## src/qfe_pkg.sv

```systemverilog
// Shared types and constants for the quadratic form engine.
`timescale 1ns / 1ps
`default_nettype none
package qfe_pkg;
  localparam int NUM_VARS_D   = 8;
  localparam int VALUE_BITS_D = 16;
  localparam int COEF_BITS_D  = 16;
  localparam int OUT_BITS     = 54;
  localparam int MASK_BITS    = 8;
  localparam int IDX_BITS     = 3;

  typedef enum logic [2:0] {
    REQ_ADD  = 3'd0,
    REQ_SUB  = 3'd1,
    REQ_CLR  = 3'd2,
    REQ_LOAD = 3'd3,
    REQ_EVAL = 3'd4
  } req_t;

  typedef struct packed {
    logic                 upd_inc;
    logic                 upd_dec;
    logic                 clr;
    logic                 ld_en;
    logic [IDX_BITS-1:0]  ld_idx;
    logic [MASK_BITS-1:0] row_mask;
    logic [MASK_BITS-1:0] col_mask;
    logic                 rot;
    logic                 row_step;
  } cell_ctrl_t;
endpackage
`default_nettype wire

```

## src/qfe_mac.sv

```systemverilog
// Pipelined saturating multiply-accumulate of coefficient times two variables.
`timescale 1ns / 1ps
`default_nettype none
module qfe_mac #(
  parameter int VALUE_BITS = qfe_pkg::VALUE_BITS_D,
  parameter int COEF_BITS  = qfe_pkg::COEF_BITS_D
) (
  input  logic                               clk,
  input  logic                               rst_n,
  input  logic                               start,
  input  logic                               in_v,
  input  logic signed [COEF_BITS-1:0]        coef,
  input  logic signed [VALUE_BITS-1:0]       xi,
  input  logic signed [VALUE_BITS-1:0]       xj,
  output logic                               busy,
  output logic signed [qfe_pkg::OUT_BITS-1:0] acc
);
  import qfe_pkg::*;

  localparam int XW  = 2 * VALUE_BITS;
  localparam int TW  = COEF_BITS + XW + 1;
  localparam int SW  = ((TW > OUT_BITS) ? TW : OUT_BITS) + 1;
  localparam int PLW = COEF_BITS + VALUE_BITS + 1;
  localparam int PHW = COEF_BITS + VALUE_BITS;
  localparam logic signed [SW-1:0] T_MAX = SW'({1'b0, {(OUT_BITS-1){1'b1}}});
  localparam logic signed [SW-1:0] T_MIN = -T_MAX - 1;
  localparam logic signed [OUT_BITS:0] A_MAX = (OUT_BITS+1)'({1'b0, {(OUT_BITS-1){1'b1}}});
  localparam logic signed [OUT_BITS:0] A_MIN = -A_MAX - 1;

  logic                                  v1_r, v2_r, v3_r;
  logic signed [COEF_BITS-1:0]           a1_r;
  logic signed [XW-1:0]                  xx_r;
  logic signed [PLW-1:0]                 plo_r;
  logic signed [PHW-1:0]                 phi_r;
  logic signed [OUT_BITS-1:0]            term_r, acc_r;
  logic signed [SW-1:0]                  term_full;
  logic signed [OUT_BITS:0]              sum;

  always_comb begin
    term_full = (SW'(phi_r) <<< VALUE_BITS) + SW'(plo_r);
    sum       = (OUT_BITS+1)'(acc_r) + (OUT_BITS+1)'(term_r);
  end

  always_ff @(posedge clk) begin
    if (!rst_n) begin
      v1_r  <= 1'b0;
      v2_r  <= 1'b0;
      v3_r  <= 1'b0;
      acc_r <= '0;
    end else begin
      v1_r <= in_v;
      v2_r <= v1_r;
      v3_r <= v2_r;
      if (start) begin
        acc_r <= '0;
      end else if (v3_r) begin
        if (sum > A_MAX)      acc_r <= A_MAX[OUT_BITS-1:0];
        else if (sum < A_MIN) acc_r <= A_MIN[OUT_BITS-1:0];
        else                  acc_r <= sum[OUT_BITS-1:0];
      end
    end
    a1_r  <= coef;
    xx_r  <= XW'(xi) * XW'(xj);
    plo_r <= PLW'(a1_r) * PLW'($signed({1'b0, xx_r[VALUE_BITS-1:0]}));
    phi_r <= PHW'(a1_r) * PHW'($signed(xx_r[XW-1:VALUE_BITS]));
    if (term_full > T_MAX)      term_r <= T_MAX[OUT_BITS-1:0];
    else if (term_full < T_MIN) term_r <= T_MIN[OUT_BITS-1:0];
    else                        term_r <= term_full[OUT_BITS-1:0];
  end

  assign busy = v1_r | v2_r | v3_r;
  assign acc  = acc_r;
endmodule
`default_nettype wire

```

## config.mk

```make
export PLATFORM = sky130hd
export DESIGN_NAME = qfe_mac
export DESIGN_NICKNAME = d
export VERILOG_FILES = /design/src/qfe_pkg.sv /design/src/qfe_mac.sv
export SDC_FILE = /design/constraint.sdc
export NUM_CORES = 2
export LEC_CHECK = 0
export BUFFER_PORTS_ARGS = -buffer_cell sky130_fd_sc_hd__buf_2
export CORE_MARGIN = 3
export CORE_UTILIZATION = 55
export DETAILED_ROUTE_END_ITERATION = 8
export MAX_ROUTING_LAYER = met4
export PLACE_DENSITY_LB_ADDON = 0.1
export SLEW_MARGIN = 20
export SYNTH_ARGS = -nofsm -noshare
export SYNTH_HDL_FRONTEND = slang
export SYNTH_SLANG_ARGS = --single-unit
```

## constraint.sdc

```tcl
create_clock -name clk -period 6.9 [get_ports clk]
set_clock_uncertainty 0.15 [all_clocks]
set_input_delay 0.69 -clock clk [delete_from_list [all_inputs] [get_ports clk]]
set_output_delay 0.69 -clock clk [all_outputs]
set_load 0.02 [all_outputs]
```

==> results.md <==
* Post-synth cell types at 80
* Commonest non-fill, non-tap cell in the layout: inv_1
* Setup WS pre-CTS at -167 ps
* Vias per cell at 5.21
* Full die area at 73,100 um^2
* Worst-path cell chain: buf_4 -> nand2_1 -> fa_1 -> inv_1 -> fa_1 -> fa_1 -> fa_1 -> fa_1 -> inv_1 -> fa_1 -> inv_1 -> ha_1 -> and3_1 -> a221o_1 -> nand2_1 -> o211ai_1 -> a41o_1 -> a221o_1 -> nand2b_1 -> nand2_1 -> a21oi_1 -> xnor2_1
* # IOs at 107
* Post-CTS Hold Buffers at 0
* Post-synth EDFFs at 0
* Detailed-route wire length at between 80,000 and 90,000 um
* Fin crit share at 96.1%
* Gr ovfl total at 0
* Crit path largest cell delay at around 600 ps
* Vias at between 20,000 and 30,000
* Layout cells sized above 1 at 8.07%
* First-pass GRT wire length at 149,000 um
* Yosys top cell area share at about 37%
* Ys async rst share at 0%
* DR DRC count at 0
* Max-cap violations at 0
* RSZ-0062 raised after global routing: no
* Die Y at 270 um
* Avg Cell Area, Syn at roughly 9 um^2
* Initial DRC Count at 1,358
* Post-synthesis sequential element count at 220
* GR Util All Layers at 25.5%
* CTS tree: yes
* Pins over their slew limit at 0
* Layout fillers at ~6,200
* Post-CTS Setup Inserts at 0
* Area Overhead vs Synth at 8.90%
* Die width at 270 um
* Mapped Area at 38,500 um^2
* Detail Route Antenna Nets at 0
* Status: finished, final reports clean
* # rows at 96
* Finished Core Util at 60.8%
* CTS H-tree lvls at 1
* Worst skew pair latency at roughly 560 ps
* Min cycle time layout at 6630 ps
* Syn Nets at 5,437
* GPL Wtd Cong at 0.919
* Final Cell Area at 41,900 um^2
* CTS Buf Count at 27
* Pre-Repair DR Iteration Count at 5
* Peak Freq at 0.151 GHz
* Port bufs at between 100 and 150
* Critical path launch point type: register
* CTS Buffer Depth at 3
* Clock Sinks at 220
* CP max FO at 22
* Root Driver: clkbuf_16
* Register area share after synthesis at a little under an eighth
* Rel. slew slack at ~29%
* Yosys warnings at 0
* Critical Path AT at 6950 ps
* CP endpoint kind: register
* Slowest cell on crit path: fa_1
* Setup TNS at 0 ps
* WP data required at 7220 ps
* Setup-failing EPs final at 0
* Detailed-route wire length per cell at ~16 um
* Syn Inst Count at 4,293
* DP Area at 40,800 um^2
* Hold/Removal Path Class: in -> reg
* Hold Vio Cnt, Final at 0
* Synth top area cells: fa_1 (37%), ha_1 (12%), dfxtp_1 (11%)
* Most frequent cells in the layout: inv_1 (876), fa_1 (720), nand2_1 (478)
* WS Path Type: reg -> reg
* Ys flop type: dfxtp_1
* Initial Utilization at 55.8%
* Core Box Area at 68,900 um^2
* Clk slew on worst S/H paths at 80 ps
* Largest net degree at the start of global routing at 58
* Largest area contributor in the netlist: fa_1
* Vias in the first global route at 29,600
* Detailed-placement wirelength estimate at about 74,000 um
* Critical Path Most Common Cell: fa_1
* Least-Margin Pin Slew at 1070 ps
* PnR worst setup slack at 271 ps
* Antenna violations before repair at 5
* Nets at 5,561
## flip-flops by register name (all words and copies together), names as in the netlist
name,cells
xx_r,32
phi_r,32
plo_r,33
v2_r,1
acc,54
v1_r,1
v3_r,1
a1_r,16
term_r,50
## timing repair
item                       CTS  global route
setup endpoints to repair    0            10
hold endpoints to repair     0             0
gates resized for setup      0            14
## per-layer routing
layer  GRT usage, %  wire length (um)  vias up  share of wire (%)
met5              -                 0        -                  0
met4           5.21              1860        0                2.1
li1               -                 -    13500                  -
met1           34.1             39900    13800                 46
met3           2.55              4200      120                4.8
met2           42.6             41400      627                 47
## cell type report
class / count / area, um^2 / share of cell area [%]
Timing Repair Buffer: 272 / 1910 / 4.55
Clock buffer: 34 / 742 / 1.77
Antenna cell: 5 / 12.5 / 0.0299
Multi-Input combinational cell: 3019 / 30100 / 71.9
Inverter: 877 / 3290 / 7.86
Sequential cell: 220 / 4420 / 10.5
Clock inverter: 14 / 254 / 0.606
Tap cell: 931 / 1160 / 2.78
## cells by family after synthesis
family | count (synthesis) | synth area share [%]
adders and majority gates | 1092 | 49.6
AOI/OAI and AO/OA | 557 | 9.21
buffers and inverters | 1054 | 10.4
xor gates and xnor gates | 173 | 3.94
muxes | 4 | 0.104
and+or+nand+nor | 1193 | 15.3
DFF | 220 | 11.4
## synth_stat cells (3+ instances only)
| cell | number |
|---|---|
| nor3b_1 | 3 |
| nand4_1 | 20 |
| o211ai_1 | 11 |
| a31oi_1 | 16 |
| a21oi_1 | 191 |
| clkbuf_1 | 168 |
| nand3_1 | 50 |
| xnor2_1 | 126 |
| nand3b_1 | 3 |
| o21bai_1 | 24 |
| a221o_1 | 4 |
| o21ai_1 | 11 |
| or3_1 | 8 |
| a2111oi_0 | 3 |
| inv_1 | 876 |
| a41oi_1 | 3 |
| o31a_1 | 4 |
| nor3_1 | 32 |
| o41ai_1 | 5 |
| a31o_2 | 4 |
| ha_1 | 372 |
| fa_1 | 720 |
| nor2b_1 | 19 |
| dfxtp_1 | 220 |
| a211o_1 | 8 |
| or4_1 | 3 |
| a21o_1 | 85 |
| and4_1 | 4 |
| xor2_1 | 47 |
| a22oi_1 | 3 |
| a211oi_1 | 17 |
| and2_1 | 381 |
| o31ai_1 | 9 |
| o21a_1 | 18 |
| nand2b_1 | 35 |
| nor2_1 | 124 |
| a41o_1 | 4 |
| buf_6 | 5 |
| nand2_1 | 478 |
| mux2i_1 | 4 |
| or2_2 | 7 |
| buf_1 | 3 |
| and3_1 | 17 |
| o21ai_0 | 104 |
## worst max-delay path, delay by kind of cell (launching register included)
family | cells | cell delay [ps]
AO/OA/AOI/OAI | 5 | 1320
AND/OR/NAND/NOR | 5 | 600
adder cells (fa/ha/maj) | 7 | 3340
buffers and inverters | 4 | 510
flip-flops | 1 | 440
XOR/XNOR | 1 | 180
## through the flow
stage	hold WS (ps)	cells
after floorplan	232	4293
after global placement	161	5319
after detailed placement	162	5319
after CTS	36.7	5367
after global routing	41.3	5372
final	69.6	5372
## final timing paths
kind,start,end,slack [ps],cells after the start
hold / removal,coef[8],a1_r[8],70,1
hold reg to reg,plo_r[7],term_r[7],170,0
setup reg to reg,a1_r[7],phi_r[31],270,22
setup / recovery,a1_r[7],phi_r[31],270,22
Power is left out: the tool's default activity adds up to more than one toggle a clock period on the data nets, which glitch-free logic cannot reach.
