## config.mk

```make
export PLATFORM = sky130hd
export DESIGN_NAME = qfe_cell
export DESIGN_NICKNAME = d
export VERILOG_FILES = /design/src/qfe_pkg.sv /design/src/qfe_cell.sv
export SDC_FILE = /design/constraint.sdc
export NUM_CORES = 1
export LEC_CHECK = 0
export BUFFER_PORTS_ARGS = -buffer_cell sky130_fd_sc_hd__buf_2
export CAP_MARGIN = 30
export CORE_AREA = 2 2 122 184
export CTS_CLUSTER_DIAMETER = 80
export DETAILED_ROUTE_END_ITERATION = 8
export DIE_AREA = 0 0 124 186
export PLACE_DENSITY = 0.92
export SYNTH_ARGS = -nofsm -noshare
export SYNTH_HDL_FRONTEND = slang
export SYNTH_SLANG_ARGS = --single-unit
```

## constraint.sdc

```tcl
create_clock -name clk -period 4.1 [get_ports clk]
set_input_delay 0.41 -clock clk [delete_from_list [all_inputs] [get_ports clk]]
set_output_delay 0.41 -clock clk [all_outputs]
set_load 0.05 [all_outputs]
```

## src/qfe_pkg.sv

```systemverilog
// Shared types and constants for the quadratic form engine.
`timescale 1ns / 1ps
`default_nettype none
package qfe_pkg;
  localparam int NUM_VARS_D   = 8;
  localparam int VALUE_BITS_D = 16;
  localparam int COEF_BITS_D  = 16;
  localparam int OUT_BITS     = 54;
  localparam int MASK_BITS    = 8;
  localparam int IDX_BITS     = 3;

  typedef enum logic [2:0] {
    REQ_ADD  = 3'd0,
    REQ_SUB  = 3'd1,
    REQ_CLR  = 3'd2,
    REQ_LOAD = 3'd3,
    REQ_EVAL = 3'd4
  } req_t;

  typedef struct packed {
    logic                 upd_inc;
    logic                 upd_dec;
    logic                 clr;
    logic                 ld_en;
    logic [IDX_BITS-1:0]  ld_idx;
    logic [MASK_BITS-1:0] row_mask;
    logic [MASK_BITS-1:0] col_mask;
    logic                 rot;
    logic                 row_step;
  } cell_ctrl_t;
endpackage
`default_nettype wire

```

## src/qfe_cell.sv

```systemverilog
// One row cell: a coefficient row, its row variable and a rotating column variable.
`timescale 1ns / 1ps
`default_nettype none
module qfe_cell #(
  parameter int NUM_VARS   = qfe_pkg::NUM_VARS_D,
  parameter int VALUE_BITS = qfe_pkg::VALUE_BITS_D,
  parameter int COEF_BITS  = qfe_pkg::COEF_BITS_D,
  parameter int IDX        = 0
) (
  input  logic                                  clk,
  input  logic                                  rst_n,
  input  qfe_pkg::cell_ctrl_t                   ctrl,
  input  logic signed [VALUE_BITS-1:0]          ld_val,
  input  logic [NUM_VARS-1:0][COEF_BITS-1:0]    nb_row,
  input  logic signed [VALUE_BITS-1:0]          nb_xr,
  input  logic signed [VALUE_BITS-1:0]          nb_xc,
  output logic [NUM_VARS-1:0][COEF_BITS-1:0]    row_q,
  output logic signed [VALUE_BITS-1:0]          xr_q,
  output logic signed [VALUE_BITS-1:0]          xc_q
);
  import qfe_pkg::*;

  localparam logic [COEF_BITS-1:0] CMAX = {1'b0, {(COEF_BITS-1){1'b1}}};
  localparam logic [COEF_BITS-1:0] CMIN = {1'b1, {(COEF_BITS-1){1'b0}}};

  logic [NUM_VARS-1:0][COEF_BITS-1:0] row_r, row_nxt;
  logic signed [VALUE_BITS-1:0]       xr_r, xr_nxt, xc_r, xc_nxt;
  logic                               row_sel, ld_hit;

  always_comb begin
    row_sel = (IDX < MASK_BITS) ? ctrl.row_mask[IDX_BITS'(IDX)] : 1'b0;
    ld_hit  = ctrl.ld_en && (IDX < MASK_BITS) && (ctrl.ld_idx == IDX_BITS'(IDX));
    row_nxt = row_r;
    xr_nxt  = xr_r;
    xc_nxt  = xc_r;
    if (ctrl.clr) begin
      row_nxt = '0;
    end else if (row_sel && (ctrl.upd_inc || ctrl.upd_dec)) begin
      for (int j = 0; j < NUM_VARS; j++) begin
        if ((j < MASK_BITS) && ctrl.col_mask[IDX_BITS'(j)]) begin
          if (ctrl.upd_inc && row_r[j] != CMAX) row_nxt[j] = row_r[j] + 1'b1;
          if (ctrl.upd_dec && row_r[j] != CMIN) row_nxt[j] = row_r[j] - 1'b1;
        end
      end
    end
    if (ctrl.rot) begin
      xc_nxt = nb_xc;
      for (int j = 0; j < NUM_VARS; j++) begin
        row_nxt[j] = ctrl.row_step ? nb_row[(j + 1) % NUM_VARS] : row_r[(j + 1) % NUM_VARS];
      end
      if (ctrl.row_step) xr_nxt = nb_xr;
    end
    if (ld_hit) begin
      xr_nxt = ld_val;
      xc_nxt = ld_val;
    end
  end

  always_ff @(posedge clk) begin
    if (!rst_n) begin
      row_r <= '0;
      xr_r  <= '0;
      xc_r  <= '0;
    end else begin
      row_r <= row_nxt;
      xr_r  <= xr_nxt;
      xc_r  <= xc_nxt;
    end
  end

  assign row_q = row_r;
  assign xr_q  = xr_r;
  assign xc_q  = xc_r;
endmodule
`default_nettype wire

```

==> results of run 1 <==
[routing by layer]
layer,wire length (um),global-route usage (%)
met1,15200,40.0
met2,19300,57.0
met3,3130,7.81
met4,2660,22.1
met5,13,0
[power by group through the flow]
stage	sequential (mW)	combinational [mW]	clock (mW)
after floorplan	2.15	0.845	0
after global placement	1.82	1.60	0
after CTS	1.79	1.66	1.69
final	1.80	1.68	1.68
after detailed placement	1.82	1.65	0
after global routing	1.81	1.80	1.75
[per-stage QoR]
stage / power, mW / worst slack, ps / instances / instance area [um2] / util, %
5_1_grt: 5.36 / 104 / 1929 / 13600 / 63.4
2_1_floorplan: 2.99 / 706 / 1340 / 11000 / -
3_3_place_gp: 3.42 / 510 / 1894 / 13000 / 60.4
4_1_cts: 5.14 / 364 / 1927 / 13600 / 63.3
6_report: 5.16 / 284 / 1929 / 13600 / 63.4
3_5_place_dp: 3.47 / 390 / 1895 / 13000 / 60.5
[cell type report]
class                           count  area (um2)  share of cell area (%)
Sequential cell                   160        3200                    23.5
Antenna cell                        2        5.00                  0.0368
Clock inverter                     12         144                    1.06
Inverter                           21        81.3                   0.598
Tap cell                          272         340                    2.50
Multi-Input combinational cell   1066        7380                    54.2
Timing Repair Buffer              376        1990                    14.6
Clock buffer                       20         467                    3.43
[kinds of logic (layout without fill, tap and decap cells)]
family	after synthesis	in the layout	share of synthesized area [%]
other	0	2	0
AND/OR/NAND/NOR	403	403	18.2
adder cells (fa/ha/maj)	60	60	7.08
multiplexers	145	145	13.3
flip-flops	160	160	29.0
XOR/XNOR	42	42	3.33
AO/OA/AOI/OAI	416	416	24.9
buffers and inverters	114	429	4.14
[worst max-delay path, cell delays in order (launching register included)]
cell and delay [ps]:
sky130_fd_sc_hd__dfxtp_1 370, sky130_fd_sc_hd__nor4_1 530, sky130_fd_sc_hd__nand4_1 220, sky130_fd_sc_hd__nand2_1 230, sky130_fd_sc_hd__inv_1 290, sky130_fd_sc_hd__ha_1 450
sky130_fd_sc_hd__nand2b_1 120, sky130_fd_sc_hd__a21oi_1 260, sky130_fd_sc_hd__o21ai_0 190, sky130_fd_sc_hd__a21oi_1 410, sky130_fd_sc_hd__a21oi_1 150, sky130_fd_sc_hd__nor3b_1 210
sky130_fd_sc_hd__o21ai_0 120, sky130_fd_sc_hd__a31oi_1 200
[cells in the mapped netlist, types with 4 or more instances]
| master | instances | area, um2 |
|---|---|---|
| sky130_fd_sc_hd__a211oi_1 | 6 | 45.0 |
| sky130_fd_sc_hd__a21o_1 | 19 | 143 |
| sky130_fd_sc_hd__a21oi_1 | 107 | 536 |
| sky130_fd_sc_hd__a31oi_1 | 35 | 219 |
| sky130_fd_sc_hd__and2_1 | 8 | 50.1 |
| sky130_fd_sc_hd__and3_1 | 66 | 413 |
| sky130_fd_sc_hd__buf_2 | 17 | 85.1 |
| sky130_fd_sc_hd__clkbuf_1 | 73 | 274 |
| sky130_fd_sc_hd__dfxtp_1 | 160 | 3200 |
| sky130_fd_sc_hd__fa_1 | 4 | 80.1 |
| sky130_fd_sc_hd__ha_1 | 56 | 701 |
| sky130_fd_sc_hd__inv_1 | 21 | 78.8 |
| sky130_fd_sc_hd__mux2_2 | 16 | 180 |
| sky130_fd_sc_hd__mux2i_1 | 129 | 1290 |
| sky130_fd_sc_hd__nand2_1 | 85 | 319 |
| sky130_fd_sc_hd__nand2b_1 | 17 | 106 |
| sky130_fd_sc_hd__nand3_1 | 19 | 95.1 |
| sky130_fd_sc_hd__nand4_1 | 22 | 138 |
| sky130_fd_sc_hd__nand4b_1 | 5 | 43.8 |
| sky130_fd_sc_hd__nor2_1 | 127 | 477 |
| sky130_fd_sc_hd__nor2b_1 | 9 | 56.3 |
| sky130_fd_sc_hd__nor3_1 | 6 | 30.0 |
| sky130_fd_sc_hd__nor4_1 | 17 | 106 |
| sky130_fd_sc_hd__nor4b_1 | 4 | 35.0 |
| sky130_fd_sc_hd__o2111ai_1 | 4 | 35.0 |
| sky130_fd_sc_hd__o211a_1 | 22 | 220 |
| sky130_fd_sc_hd__o211ai_1 | 10 | 75.1 |
| sky130_fd_sc_hd__o21a_1 | 72 | 541 |
| sky130_fd_sc_hd__o21ai_0 | 87 | 435 |
| sky130_fd_sc_hd__o221ai_1 | 17 | 149 |
| sky130_fd_sc_hd__or3_1 | 4 | 25.0 |
| sky130_fd_sc_hd__xnor2_1 | 31 | 272 |
| sky130_fd_sc_hd__xor2_1 | 11 | 96.3 |
[state kept, by name, indices dropped and copies added, names as in the netlist]
name   cells
row_q    128
xr_q      16
xc_q      16
[path summary, 6_finish.rpt]
check / from / end / slack [ps] / cells after the start
worst min register to register: xr_q[6]$_SDFFE_PN0P_ / xr_q[6]$_SDFFE_PN0P_ / 480 / 2
worst max register to register: row_q[54]$_SDFFE_PN0P_ / row_q[62]$_SDFFE_PN0P_ / 280 / 13
worst max-delay path: row_q[54]$_SDFFE_PN0P_ / row_q[62]$_SDFFE_PN0P_ / 280 / 13
worst min-delay path: nb_xr[12] / xr_q[12]$_SDFFE_PN0P_ / 230 / 3
==> metrics.json, run 1 <==
{
  "synth_cell_types": {"value": 70},
  "routed-via-count": {"value": 12200},
  "synth-async-reset-ratio": {"value": 0, "unit": "%"},
  "core_area": {"value": 21500, "unit": "um2"},
  "timing.critical_path.from_type": {"value": "flop"},
  "port_buffers": {"value": 351},
  "synthesis_stage_register_bit_count": {"value": 160},
  "dr.pass1.iters": {"value": 5},
  "worst_setup_path_end_kind": {"value": "flop"},
  "tightest_slew": {"value": 998, "unit": "ps"},
  "globalplace.congestion": {"value": 0.961},
  "grt_max_degree": {"value": 74},
  "cts-root-buf": {"value": "sky130_fd_sc_hd__clkbuf_16"},
  "syn_avg_cell_area": {"value": 8.23, "unit": "um2"},
  "slew-limit-headroom": {"value": 33.5, "unit": "%"},
  "highest_ir_drop_seen_on_vdd": {"value": 340, "unit": "uV"},
  "outcome": {"value": "completed"},
  "worst-path-max-fanout": {"value": 14},
  "via_count_of_the_first_global_routing_pass": {"value": 11700},
  "post-route-period-util": {"value": 93.1, "unit": "%"},
  "drc": {"value": 0},
  "cts_hold_buffers": {"value": 0},
  "syn_nets": {"value": 1603},
  "clkSlewWorstSetupHoldPaths": {"value": 70, "unit": "ps"},
  "synth-edff-count": {"value": 0},
  "die_h": {"value": 186, "unit": "um"},
  "grt_pass1_wl": {"value": 61800, "unit": "um"},
  "cts_post_setup_buffers_inserted": {"value": 0},
  "leakage": {"value": 6.84, "unit": "nW"},
  "worst-endpoint-arrival": {"value": 4180, "unit": "ps"},
  "route.detailed.wl_per_inst": {"value": 20.9, "unit": "um"},
  "finish.net_count": {"value": 1905},
  "power_switching_share": {"value": 37.7, "unit": "%"},
  "layout.cells.most_common": {"value": "sky130_fd_sc_hd__buf_2"},
  "fp-row-count": {"value": 66},
  "final_layout_size_suffix_gt1_share": {"value": 26.8, "unit": "%"},
  "die_width": {"value": 124, "unit": "um"},
  "wirelength": {"value": 40300, "unit": "um"},
  "area.growth.synth_to_final": {"value": 23.3, "unit": "%"},
  "cts_max_path_buffers": {"value": 2},
  "comb_power_share": {"value": 32.6, "unit": "%"},
  "fin_setup_tns": {"value": 0, "unit": "ps"},
  "clock.fmax": {"value": 0.262, "unit": "GHz"},
  "numClockSinks": {"value": 160},
  "final-setup-viol-count": {"value": 0},
  "ctsHtreeMaxLevel": {"value": 4},
  "syn-instance-count": {"value": 1340},
  "p_sw": {"value": 1.95, "unit": "mW"},
  "dp_hpwl": {"value": 29400, "unit": "um"},
  "worst_clock_skew": {"value": 9.34, "unit": "ps"},
  "timing_max_transition_violations_final": {"value": 0},
  "initial_utilization": {"value": 51.4, "unit": "%"},
  "insertion_delay": {"value": 440, "unit": "ps"},
  "dominantRegCellSynth": {"value": "sky130_fd_sc_hd__dfxtp_1"},
  "grt_setup_unrepaired": {"value": "no"},
  "post-route-min-period": {"value": 3820, "unit": "ps"},
  "synth_warnings": {"value": 0},
  "cts_resized": {"value": 0},
  "synth_seq_area_share": {"value": 29.0, "unit": "%"},
  "hold_class": {"value": "in -> reg"},
  "gr_ovfl_total": {"value": 0},
  "mappedNetlistArea": {"value": 11000, "unit": "um2"},
  "p_int": {"value": 3.21, "unit": "mW"},
  "io-pin-count": {"value": 363},
  "vias_per_cell": {"value": 6.31},
  "numCtsBuffers": {"value": 17},
  "timing.setup.critical_path_class": {"value": "reg -> reg"},
  "cellPowerDensity": {"value": 379, "unit": "nW/um2"},
  "layout_common_cells": {"value": "349 x sky130_fd_sc_hd__buf_2, 160 x sky130_fd_sc_hd__dfxtp_1, 129 x sky130_fd_sc_hd__mux2i_1, 126 x sky130_fd_sc_hd__nor2_1, 107 x sky130_fd_sc_hd__a21oi_1"},
  "drt_iter0_drc": {"value": 1038},
  "tritoncts": {"value": "done"},
  "globalRouteTotalUtil": {"value": 34.6, "unit": "%"},
  "route.antenna.remaining_nets": {"value": 0},
  "final.hold.worst_slack": {"value": 232, "unit": "ps"},
  "proportion_of_power_drawn_by_the_clock_network": {"value": 32.5, "unit": "%"},
  "sequential_cell_fraction_of_total_power": {"value": 34.9, "unit": "%"},
  "number_of_antenna_violations_at_the_first_check_in_global_routing": {"value": 3},
  "timing.max_cap.violations": {"value": 0},
  "critical_path_required": {"value": 4470, "unit": "ps"},
  "final-hold-violation-count": {"value": 0},
  "fillers": {"value": 1815},
  "die-area": {"value": 23100, "unit": "um2"}
}
Power figures use the tool's default switching activity.
==> run 2: changes to the inputs <==
Settings changed: CELL_PAD_IN_SITES_DETAIL_PLACEMENT from default to 1, CELL_PAD_IN_SITES_GLOBAL_PLACEMENT from default to 2, CORE_AREA 2 2 122 184 to 2 2 163 244, DIE_AREA 0 0 124 186 to 0 0 165 246, PLACE_DENSITY 0.92 to 0.91.
==> run 2 against run 1 <==
Sequential share of layout area fell by 0.77 points. Critical path depth stayed put. Largest power group unchanged. Clock skew increased by 3.9 ps. Highest routed layer unchanged.
==> metrics.json, run 2 (synthesized netlist as in run 1, its figures left out) <==
{
  "final-setup-viol-count": {"value": 0, "change": "unchanged"},
  "wirelength": {"value": 47500, "unit": "um", "change": "was 40300 um"},
  "clkSlewWorstSetupHoldPaths": {"value": 80, "unit": "ps", "change": "was 70 ps"},
  "tritoncts": {"value": "done", "change": "unchanged"},
  "vias_per_cell": {"value": 5.47, "change": "was 6.31"},
  "globalRouteTotalUtil": {"value": 23.1, "unit": "%", "change": "was 34.6%"},
  "critical_path_required": {"value": 4420, "unit": "ps", "change": "was 4470 ps"},
  "drt_iter0_drc": {"value": 521, "change": "was 1038"},
  "core_area": {"value": 38400, "unit": "um2", "change": "was 21500 um2"},
  "clock.fmax": {"value": 0.266, "unit": "GHz", "change": "was 0.262 GHz"},
  "power_switching_share": {"value": 40.0, "unit": "%", "change": "was 37.7%"},
  "final_layout_size_suffix_gt1_share": {"value": 27.8, "unit": "%", "change": "was 26.8%"},
  "fillers": {"value": 4738, "change": "was 1815"},
  "hold_class": {"value": "in -> reg", "change": "unchanged"},
  "p_int": {"value": 3.16, "unit": "mW", "change": "was 3.21 mW"},
  "layout.cells.most_common": {"value": "sky130_fd_sc_hd__buf_2", "change": "unchanged"},
  "power": {"value": 5.26, "unit": "mW", "change": "was 5.16 mW"},
  "numClockSinks": {"value": 160, "change": "unchanged"},
  "comb_power_share": {"value": 33.6, "unit": "%", "change": "was 32.6%"},
  "p_sw": {"value": 2.10, "unit": "mW", "change": "was 1.95 mW"},
  "cts_max_path_buffers": {"value": 2, "change": "unchanged"},
  "ctsHtreeMaxLevel": {"value": 4, "change": "unchanged"},
  "worst_setup_path_end_kind": {"value": "flop", "change": "unchanged"},
  "numCtsBuffers": {"value": 17, "change": "unchanged"},
  "timing.critical_path.from_type": {"value": "flop", "change": "unchanged"},
  "timing.max_cap.violations": {"value": 0, "change": "unchanged"},
  "die-area": {"value": 40600, "unit": "um2", "change": "was 23100 um2"},
  "final-seq-area": {"value": 3200, "unit": "um2", "change": "unchanged"},
  "largest_register_ff_count": {"value": 128, "change": "unchanged"},
  "number_of_antenna_violations_at_the_first_check_in_global_routing": {"value": 2, "change": "was 3"},
  "finish.net_count": {"value": 1927, "change": "was 1905"},
  "globalplace.congestion": {"value": 0.895, "change": "was 0.961"},
  "sequential_cell_fraction_of_total_power": {"value": 33.8, "unit": "%", "change": "was 34.9%"},
  "place_area": {"value": 13400, "unit": "um2", "change": "was 13000 um2"},
  "grt_max_degree": {"value": 175, "change": "was 74"},
  "post-route-min-period": {"value": 3760, "unit": "ps", "change": "was 3820 ps"},
  "dp_hpwl": {"value": 35800, "unit": "um", "change": "was 29400 um"},
  "area.growth.synth_to_final": {"value": 27.4, "unit": "%", "change": "was 23.3%"},
  "routed-via-count": {"value": 11900, "change": "was 12200"},
  "die_h": {"value": 246, "unit": "um", "change": "was 186 um"},
  "via_count_of_the_first_global_routing_pass": {"value": 12500, "change": "was 11700"},
  "cts-root-buf": {"value": "sky130_fd_sc_hd__clkbuf_16", "change": "unchanged"},
  "timing_max_transition_violations_final": {"value": 0, "change": "unchanged"},
  "cellPowerDensity": {"value": 374, "unit": "nW/um2", "change": "was 379 nW/um2"},
  "grt_pass1_wl": {"value": 72000, "unit": "um", "change": "was 61800 um"},
  "fin_setup_tns": {"value": 0, "unit": "ps", "change": "unchanged"},
  "gr_ovfl_total": {"value": 0, "change": "unchanged"},
  "worst-path-max-fanout": {"value": 15, "change": "was 14"},
  "die_width": {"value": 165, "unit": "um", "change": "was 124 um"},
  "insertion_delay": {"value": 450, "unit": "ps", "change": "was 440 ps"},
  "port_buffers": {"value": 351, "change": "unchanged"},
  "outcome": {"value": "completed", "change": "unchanged"},
  "highest_ir_drop_seen_on_vdd": {"value": 207, "unit": "uV", "change": "was 340 uV"},
  "layout_common_cells": {"value": "349 x sky130_fd_sc_hd__buf_2, 160 x sky130_fd_sc_hd__dfxtp_1, 129 x sky130_fd_sc_hd__mux2i_1, 126 x sky130_fd_sc_hd__nor2_1, 107 x sky130_fd_sc_hd__a21oi_1", "change": "unchanged"},
  "slew-limit-headroom": {"value": 34.3, "unit": "%", "change": "was 33.5%"},
  "final.hold.worst_slack": {"value": 215, "unit": "ps", "change": "was 232 ps"},
  "route.detailed.wl_per_inst": {"value": 21.9, "unit": "um", "change": "was 20.9 um"},
  "proportion_of_power_drawn_by_the_clock_network": {"value": 32.6, "unit": "%", "change": "was 32.5%"},
  "io-pin-count": {"value": 363, "change": "unchanged"},
  "worst_clock_skew": {"value": 13.3, "unit": "ps", "change": "was 9.34 ps"},
  "route.antenna.remaining_nets": {"value": 0, "change": "unchanged"},
  "final-hold-violation-count": {"value": 0, "change": "unchanged"},
  "tightest_slew": {"value": 986, "unit": "ps", "change": "was 998 ps"},
  "initial_utilization": {"value": 28.7, "unit": "%", "change": "was 51.4%"},
  "worst-endpoint-arrival": {"value": 4080, "unit": "ps", "change": "was 4180 ps"},
  "multi_input_comb_area": {"value": 7380, "unit": "um2", "change": "about the same"},
  "timing.setup.critical_path_class": {"value": "reg -> reg", "change": "unchanged"},
  "stdcell_area": {"value": 14100, "unit": "um2", "change": "was 13600 um2"},
  "fp-row-count": {"value": 88, "change": "was 66"},
  "dr.pass1.iters": {"value": 5, "change": "unchanged"},
  "leakage": {"value": 6.97, "unit": "nW", "change": "was 6.84 nW"},
  "post-route-period-util": {"value": 91.7, "unit": "%", "change": "was 93.1%"},
  "drc": {"value": 0, "change": "unchanged"},
  "grt_setup_unrepaired": {"value": "no", "change": "unchanged"}
}
-- run 2: cell types whose count changed in the layout (fill, tap and decap cells not counted), sizes merged --
cell / delta
bufinv: -1
clkinvlp: -3
inv: +3
clkbuf: -3
clkinv: +4
buf: +22
-- run 2: final timing paths --
kind,start,endpoint,slack (ps),depth (start not counted)
worst max register to register,row_q[47]$_SDFFE_PN0P_,row_q[44]$_SDFFE_PN0P_,340,13
worst min-delay path,nb_xr[13],xr_q[13]$_SDFFE_PN0P_,210,3
worst max-delay path,row_q[47]$_SDFFE_PN0P_,row_q[44]$_SDFFE_PN0P_,340,13
worst min register to register,xr_q[10]$_SDFFE_PN0P_,xr_q[10]$_SDFFE_PN0P_,480,2
-- run 2: what timing repair did --
| item | CTS | global route |
|---|---|---|
| hold buffers | 0 | 0 |
| gates resized for setup | 0 | 1 |
| setup buffers | 0 | 0 |
| endpoints found under the hold margin | 0 | 0 |
| setup endpoints to repair | 0 | 1 |
-- run 2: routing by layer --
layer	up-vias	share of wire [%]	GRT usage, %
met2	416	50	40.7
met3	118	5.0	3.91
met5	-	0.027	0
met1	5753	40	26.3
met4	2	5.2	12.0
li1	5603	-	-
-- run 2: power by group through the flow --
stage               sequential [mW]  clock (mW)  combinational (mW)
finish                         1.78        1.71                1.77
floorplan                      2.15           0               0.845
global route                   1.80        1.81                1.90
CTS                            1.78        1.77                1.77
global placement               1.81           0                1.72
detailed placement             1.82           0                1.76
-- run 2: cell type report --
type,instances,share of cell area (%)
multi-input cells,1066,52.5
flip-flops and latches,160,22.8
repair buffers,398,15.3
well taps,495,4.40
clock buffers,17,3.03
clock inverters,15,1.33
inverters,21,0.578
diodes,2,0.0356
-- run 2: worst max-delay path, cell delays in order, from the launching register on --
cell and delay, ps:
sky130_fd_sc_hd__dfxtp_1 450, sky130_fd_sc_hd__nor4b_1 320, sky130_fd_sc_hd__nand4_1 180, sky130_fd_sc_hd__nand2_1 140, sky130_fd_sc_hd__inv_1 290, sky130_fd_sc_hd__ha_1 440, sky130_fd_sc_hd__nor2b_1 170, sky130_fd_sc_hd__o21ai_1 170
sky130_fd_sc_hd__a21boi_0 170, sky130_fd_sc_hd__o31ai_2 440, sky130_fd_sc_hd__a211oi_1 170, sky130_fd_sc_hd__or3_1 330, sky130_fd_sc_hd__a31oi_1 260, sky130_fd_sc_hd__a21oi_1 110
-- run 2: stage by stage --
| step | cells | utilization, % | worst slack (ps) |
|---|---|---|---|
| 2_1_floorplan | 1340 | - | 706 |
| 3_3_place_gp | 2140 | 35.0 | 410 |
| 3_5_place_dp | 2140 | 35.0 | 369 |
| 4_1_cts | 2172 | 36.6 | 342 |
| 5_1_grt | 2172 | 36.6 | 62.3 |
| 6_report | 2174 | 36.6 | 342 |
==> run 3: changes to the inputs <==
Settings changed: PLACE_DENSITY 0.91 to 0.88.
==> run 3 against run 2 <==
Flip-flop and latch count unchanged. Global-route usage up 0.15 points. Combinational power about the same. Worst hold slack better by 11 ps. Cell count about the same. Utilization down 0.20 points. First-iteration DRC count up 13%. Via count down 0.87%. Routed wire length up 0.49%. Fmax up 2.2%. Critical path type unchanged. Highest routed layer is now met4.
==> metrics.json, run 3 (synthesized netlist as in run 1, its figures left out) <==
{
  "hold_class": {"value": "in -> reg", "change": "unchanged"},
  "timing.setup.critical_path_class": {"value": "reg -> reg", "change": "unchanged"},
  "vias_per_cell": {"value": 5.42, "change": "was 5.47"},
  "worst-path-max-fanout": {"value": 6, "change": "was 15"},
  "grt_setup_unrepaired": {"value": "no", "change": "unchanged"},
  "highest_ir_drop_seen_on_vdd": {"value": 209, "unit": "uV", "change": "was 207 uV"},
  "stdcell_area": {"value": 14000, "unit": "um2", "change": "was 14100 um2"},
  "final-setup-viol-count": {"value": 0, "change": "unchanged"},
  "p_sw": {"value": 2.05, "unit": "mW", "change": "was 2.10 mW"},
  "stdcell_count": {"value": 2176, "change": "was 2174"},
  "drc": {"value": 0, "change": "unchanged"},
  "wirelength": {"value": 47700, "unit": "um", "change": "was 47500 um"},
  "io-pin-count": {"value": 363, "change": "unchanged"},
  "globalplace.congestion": {"value": 0.905, "change": "was 0.895"},
  "globalRouteTotalUtil": {"value": 23.2, "unit": "%", "change": "was 23.1%"},
  "clkSlewWorstSetupHoldPaths": {"value": 70, "unit": "ps", "change": "was 80 ps"},
  "comb_power_share": {"value": 34.4, "unit": "%", "change": "was 33.6%"},
  "fp-row-count": {"value": 88, "change": "unchanged"},
  "multi_input_comb_area": {"value": 7380, "unit": "um2", "change": "about the same"},
  "fin_setup_tns": {"value": 0, "unit": "ps", "change": "unchanged"},
  "layout_common_cells": {"value": "349 x sky130_fd_sc_hd__buf_2, 160 x sky130_fd_sc_hd__dfxtp_1, 129 x sky130_fd_sc_hd__mux2i_1, 126 x sky130_fd_sc_hd__nor2_1, 107 x sky130_fd_sc_hd__a21oi_1", "change": "unchanged"},
  "proportion_of_power_drawn_by_the_clock_network": {"value": 30.7, "unit": "%", "change": "was 32.6%"},
  "critical_path.slowest_cell": {"value": "sky130_fd_sc_hd__nor4_1", "change": "was sky130_fd_sc_hd__dfxtp_1"},
  "cellPowerDensity": {"value": 366, "unit": "nW/um2", "change": "was 374 nW/um2"},
  "slew-limit-headroom": {"value": 38.4, "unit": "%", "change": "was 34.3%"},
  "final-seq-area": {"value": 3200, "unit": "um2", "change": "unchanged"},
  "cts_resized": {"value": 0, "change": "unchanged"},
  "slowest_delay": {"value": 480, "unit": "ps", "change": "was 450 ps"},
  "cts_max_path_buffers": {"value": 2, "change": "unchanged"},
  "die_width": {"value": 165, "unit": "um", "change": "unchanged"},
  "clock.fmax": {"value": 0.272, "unit": "GHz", "change": "was 0.266 GHz"},
  "numCtsBuffers": {"value": 17, "change": "unchanged"},
  "depth_of_the_worst_register_to_register_path": {"value": 13, "change": "unchanged"},
  "numClockSinks": {"value": 160, "change": "unchanged"},
  "dr.pass1.iters": {"value": 5, "change": "unchanged"},
  "final_util": {"value": 36.4, "unit": "%", "change": "was 36.6%"},
  "tightest_slew": {"value": 924, "unit": "ps", "change": "was 986 ps"},
  "route.antenna.remaining_nets": {"value": 0, "change": "unchanged"},
  "p_int": {"value": 3.07, "unit": "mW", "change": "was 3.16 mW"},
  "route.detailed.wl_per_inst": {"value": 21.9, "unit": "um", "change": "about the same"},
  "worst_setup_path_end_kind": {"value": "flop", "change": "unchanged"},
  "core_area": {"value": 38400, "unit": "um2", "change": "unchanged"},
  "critical_path_required": {"value": 4420, "unit": "ps", "change": "about the same"},
  "numPlacedInstances": {"value": 2143, "change": "was 2140"},
  "post-route-min-period": {"value": 3680, "unit": "ps", "change": "was 3760 ps"},
  "setup.worst_path.end": {"value": "row_q[44]$_SDFFE_PN0P_", "change": "unchanged"},
  "grt_max_degree": {"value": 135, "change": "was 175"},
  "place_area": {"value": 13400, "unit": "um2", "change": "about the same"},
  "outcome": {"value": "completed", "change": "unchanged"},
  "worst_clock_skew": {"value": 11.8, "unit": "ps", "change": "was 13.3 ps"},
  "die-area": {"value": 40600, "unit": "um2", "change": "unchanged"},
  "grt_pass1_wl": {"value": 72400, "unit": "um", "change": "was 72000 um"},
  "timing_max_transition_violations_final": {"value": 0, "change": "unchanged"},
  "worst-endpoint-arrival": {"value": 4000, "unit": "ps", "change": "was 4080 ps"},
  "power_switching_share": {"value": 40.0, "unit": "%", "change": "about the same"},
  "cts-root-buf": {"value": "sky130_fd_sc_hd__clkbuf_16", "change": "unchanged"},
  "rrSetupSlack": {"value": 420, "unit": "ps", "change": "was 340 ps"},
  "cts_post_setup_buffers_inserted": {"value": 0, "change": "unchanged"},
  "largest_register_ff_count": {"value": 128, "change": "unchanged"},
  "layout.cells.most_common": {"value": "sky130_fd_sc_hd__buf_2", "change": "unchanged"},
  "post-route-period-util": {"value": 89.7, "unit": "%", "change": "was 91.7%"},
  "timing.max_cap.violations": {"value": 0, "change": "unchanged"},
  "power": {"value": 5.12, "unit": "mW", "change": "was 5.26 mW"},
  "leakage": {"value": 6.94, "unit": "nW", "change": "was 6.97 nW"},
  "number_of_antenna_violations_at_the_first_check_in_global_routing": {"value": 1, "change": "was 2"},
  "rr_startpoint": {"value": "row_q[46]$_SDFFE_PN0P_", "change": "was row_q[47]$_SDFFE_PN0P_"},
  "endpoint_of_the_lowest_slack_register_to_register_path": {"value": "row_q[44]$_SDFFE_PN0P_", "change": "unchanged"},
  "insertion_delay": {"value": 450, "unit": "ps", "change": "about the same"},
  "port_buffers": {"value": 351, "change": "unchanged"},
  "gr_ovfl_total": {"value": 0, "change": "unchanged"},
  "sequential_cell_fraction_of_total_power": {"value": 34.8, "unit": "%", "change": "was 33.8%"},
  "crit_chain": {"value": "nor4_1 -> nand4_1 -> nand2_1 -> inv_1 -> ha_1 -> nor2b_1 -> o21ai_1 -> a21boi_0 -> o31ai_2 -> a211oi_1 -> or3_1 -> a31oi_1 -> a21oi_1", "change": "was nor4b_1 -> nand4_1 -> nand2_1 -> inv_1 -> ha_1 -> nor2b_1 -> o21ai_1 -> a21boi_0 -> o31ai_2 -> a211oi_1 -> or3_1 -> a31oi_1 -> a21oi_1"},
  "final_layout_size_suffix_gt1_share": {"value": 27.8, "unit": "%", "change": "about the same"},
  "via_count_of_the_first_global_routing_pass": {"value": 12300, "change": "was 12500"},
  "ctsHtreeMaxLevel": {"value": 4, "change": "unchanged"},
  "initial_utilization": {"value": 28.7, "unit": "%", "change": "unchanged"},
  "critical_path.startpoint": {"value": "row_q[46]$_SDFFE_PN0P_", "change": "was row_q[47]$_SDFFE_PN0P_"},
  "drt_iter0_drc": {"value": 587, "change": "was 521"},
  "routed-via-count": {"value": 11800, "change": "was 11900"},
  "dp_hpwl": {"value": 36100, "unit": "um", "change": "was 35800 um"},
  "finish.net_count": {"value": 1930, "change": "was 1927"},
  "cts_hold_buffers": {"value": 0, "change": "unchanged"},
  "die_h": {"value": 246, "unit": "um", "change": "unchanged"},
  "timing.critical_path.from_type": {"value": "flop", "change": "unchanged"},
  "area.growth.synth_to_final": {"value": 26.7, "unit": "%", "change": "was 27.4%"},
  "final-hold-violation-count": {"value": 0, "change": "unchanged"},
  "tritoncts": {"value": "done", "change": "unchanged"},
  "fillers": {"value": 4732, "change": "was 4738"}
}
## run 3: worst max-delay path: cells and delay by family, from the launching register on
kind                       cells  cell delay, ps
and+or+nand+nor                5            1350
AOI/OAI and AO/OA              6            1350
DFF                            1             430
adders and majority gates      1             330
buffers and inverters          1             100
## run 3: worst min-delay path by stage
| stage | startpoint | to | slack (ps) | cells after the start |
|---|---|---|---|---|
| floorplan | nb_xr[0] | xr_q[0]$_SDFFE_PN0P_ | 570 | 2 |
| global placement | xr_q[14]$_SDFFE_PN0P_ | xr_q[14]$_SDFFE_PN0P_ | 460 | 2 |
| detailed placement | xr_q[5]$_SDFFE_PN0P_ | xr_q[5]$_SDFFE_PN0P_ | 470 | 2 |
| CTS | nb_xr[4] | xr_q[4]$_SDFFE_PN0P_ | 190 | 3 |
| global route | nb_xr[9] | xr_q[9]$_SDFFE_PN0P_ | 210 | 3 |
| finish | nb_xr[0] | xr_q[0]$_SDFFE_PN0P_ | 230 | 3 |
## run 3: power groups by stage
stage | Sequential, mW | Combinational [mW] | Clock [mW]
final | 1.78 | 1.76 | 1.57
after detailed placement | 1.82 | 1.76 | 0
after floorplan | 2.15 | 0.845 | 0
after global placement | 1.81 | 1.72 | 0
after CTS | 1.78 | 1.77 | 1.62
after global routing | 1.80 | 1.90 | 1.67
## run 3: stage by stage
stage          hold slack [ps]  setup slack (ps)
2_1_floorplan              568               706
3_3_place_gp               462               522
3_5_place_dp               470               443
4_1_cts                    191               436
5_1_grt                    205               124
6_report                   226               421
## run 3: routing by layer
| metal | track usage [%] | vias to the layer above | share of wire (%) |
|---|---|---|---|
| li1 | - | 5603 | - |
| met1 | 27.1 | 5754 | 41 |
| met2 | 41.8 | 347 | 51 |
| met3 | 3.40 | 85 | 4.1 |
| met4 | 9.72 | 0 | 3.7 |
| met5 | 0 | - | 0 |
## run 3: area by class of cell
type | count | area share [%]
multi-input combinational | 1066 | 52.8
sequential | 160 | 22.9
timing repair buffer | 401 | 15.4
tap | 495 | 4.43
clock buffer | 18 | 3.07
clock inverter | 14 | 0.841
inverter | 21 | 0.582
antenna | 1 | 0.0179
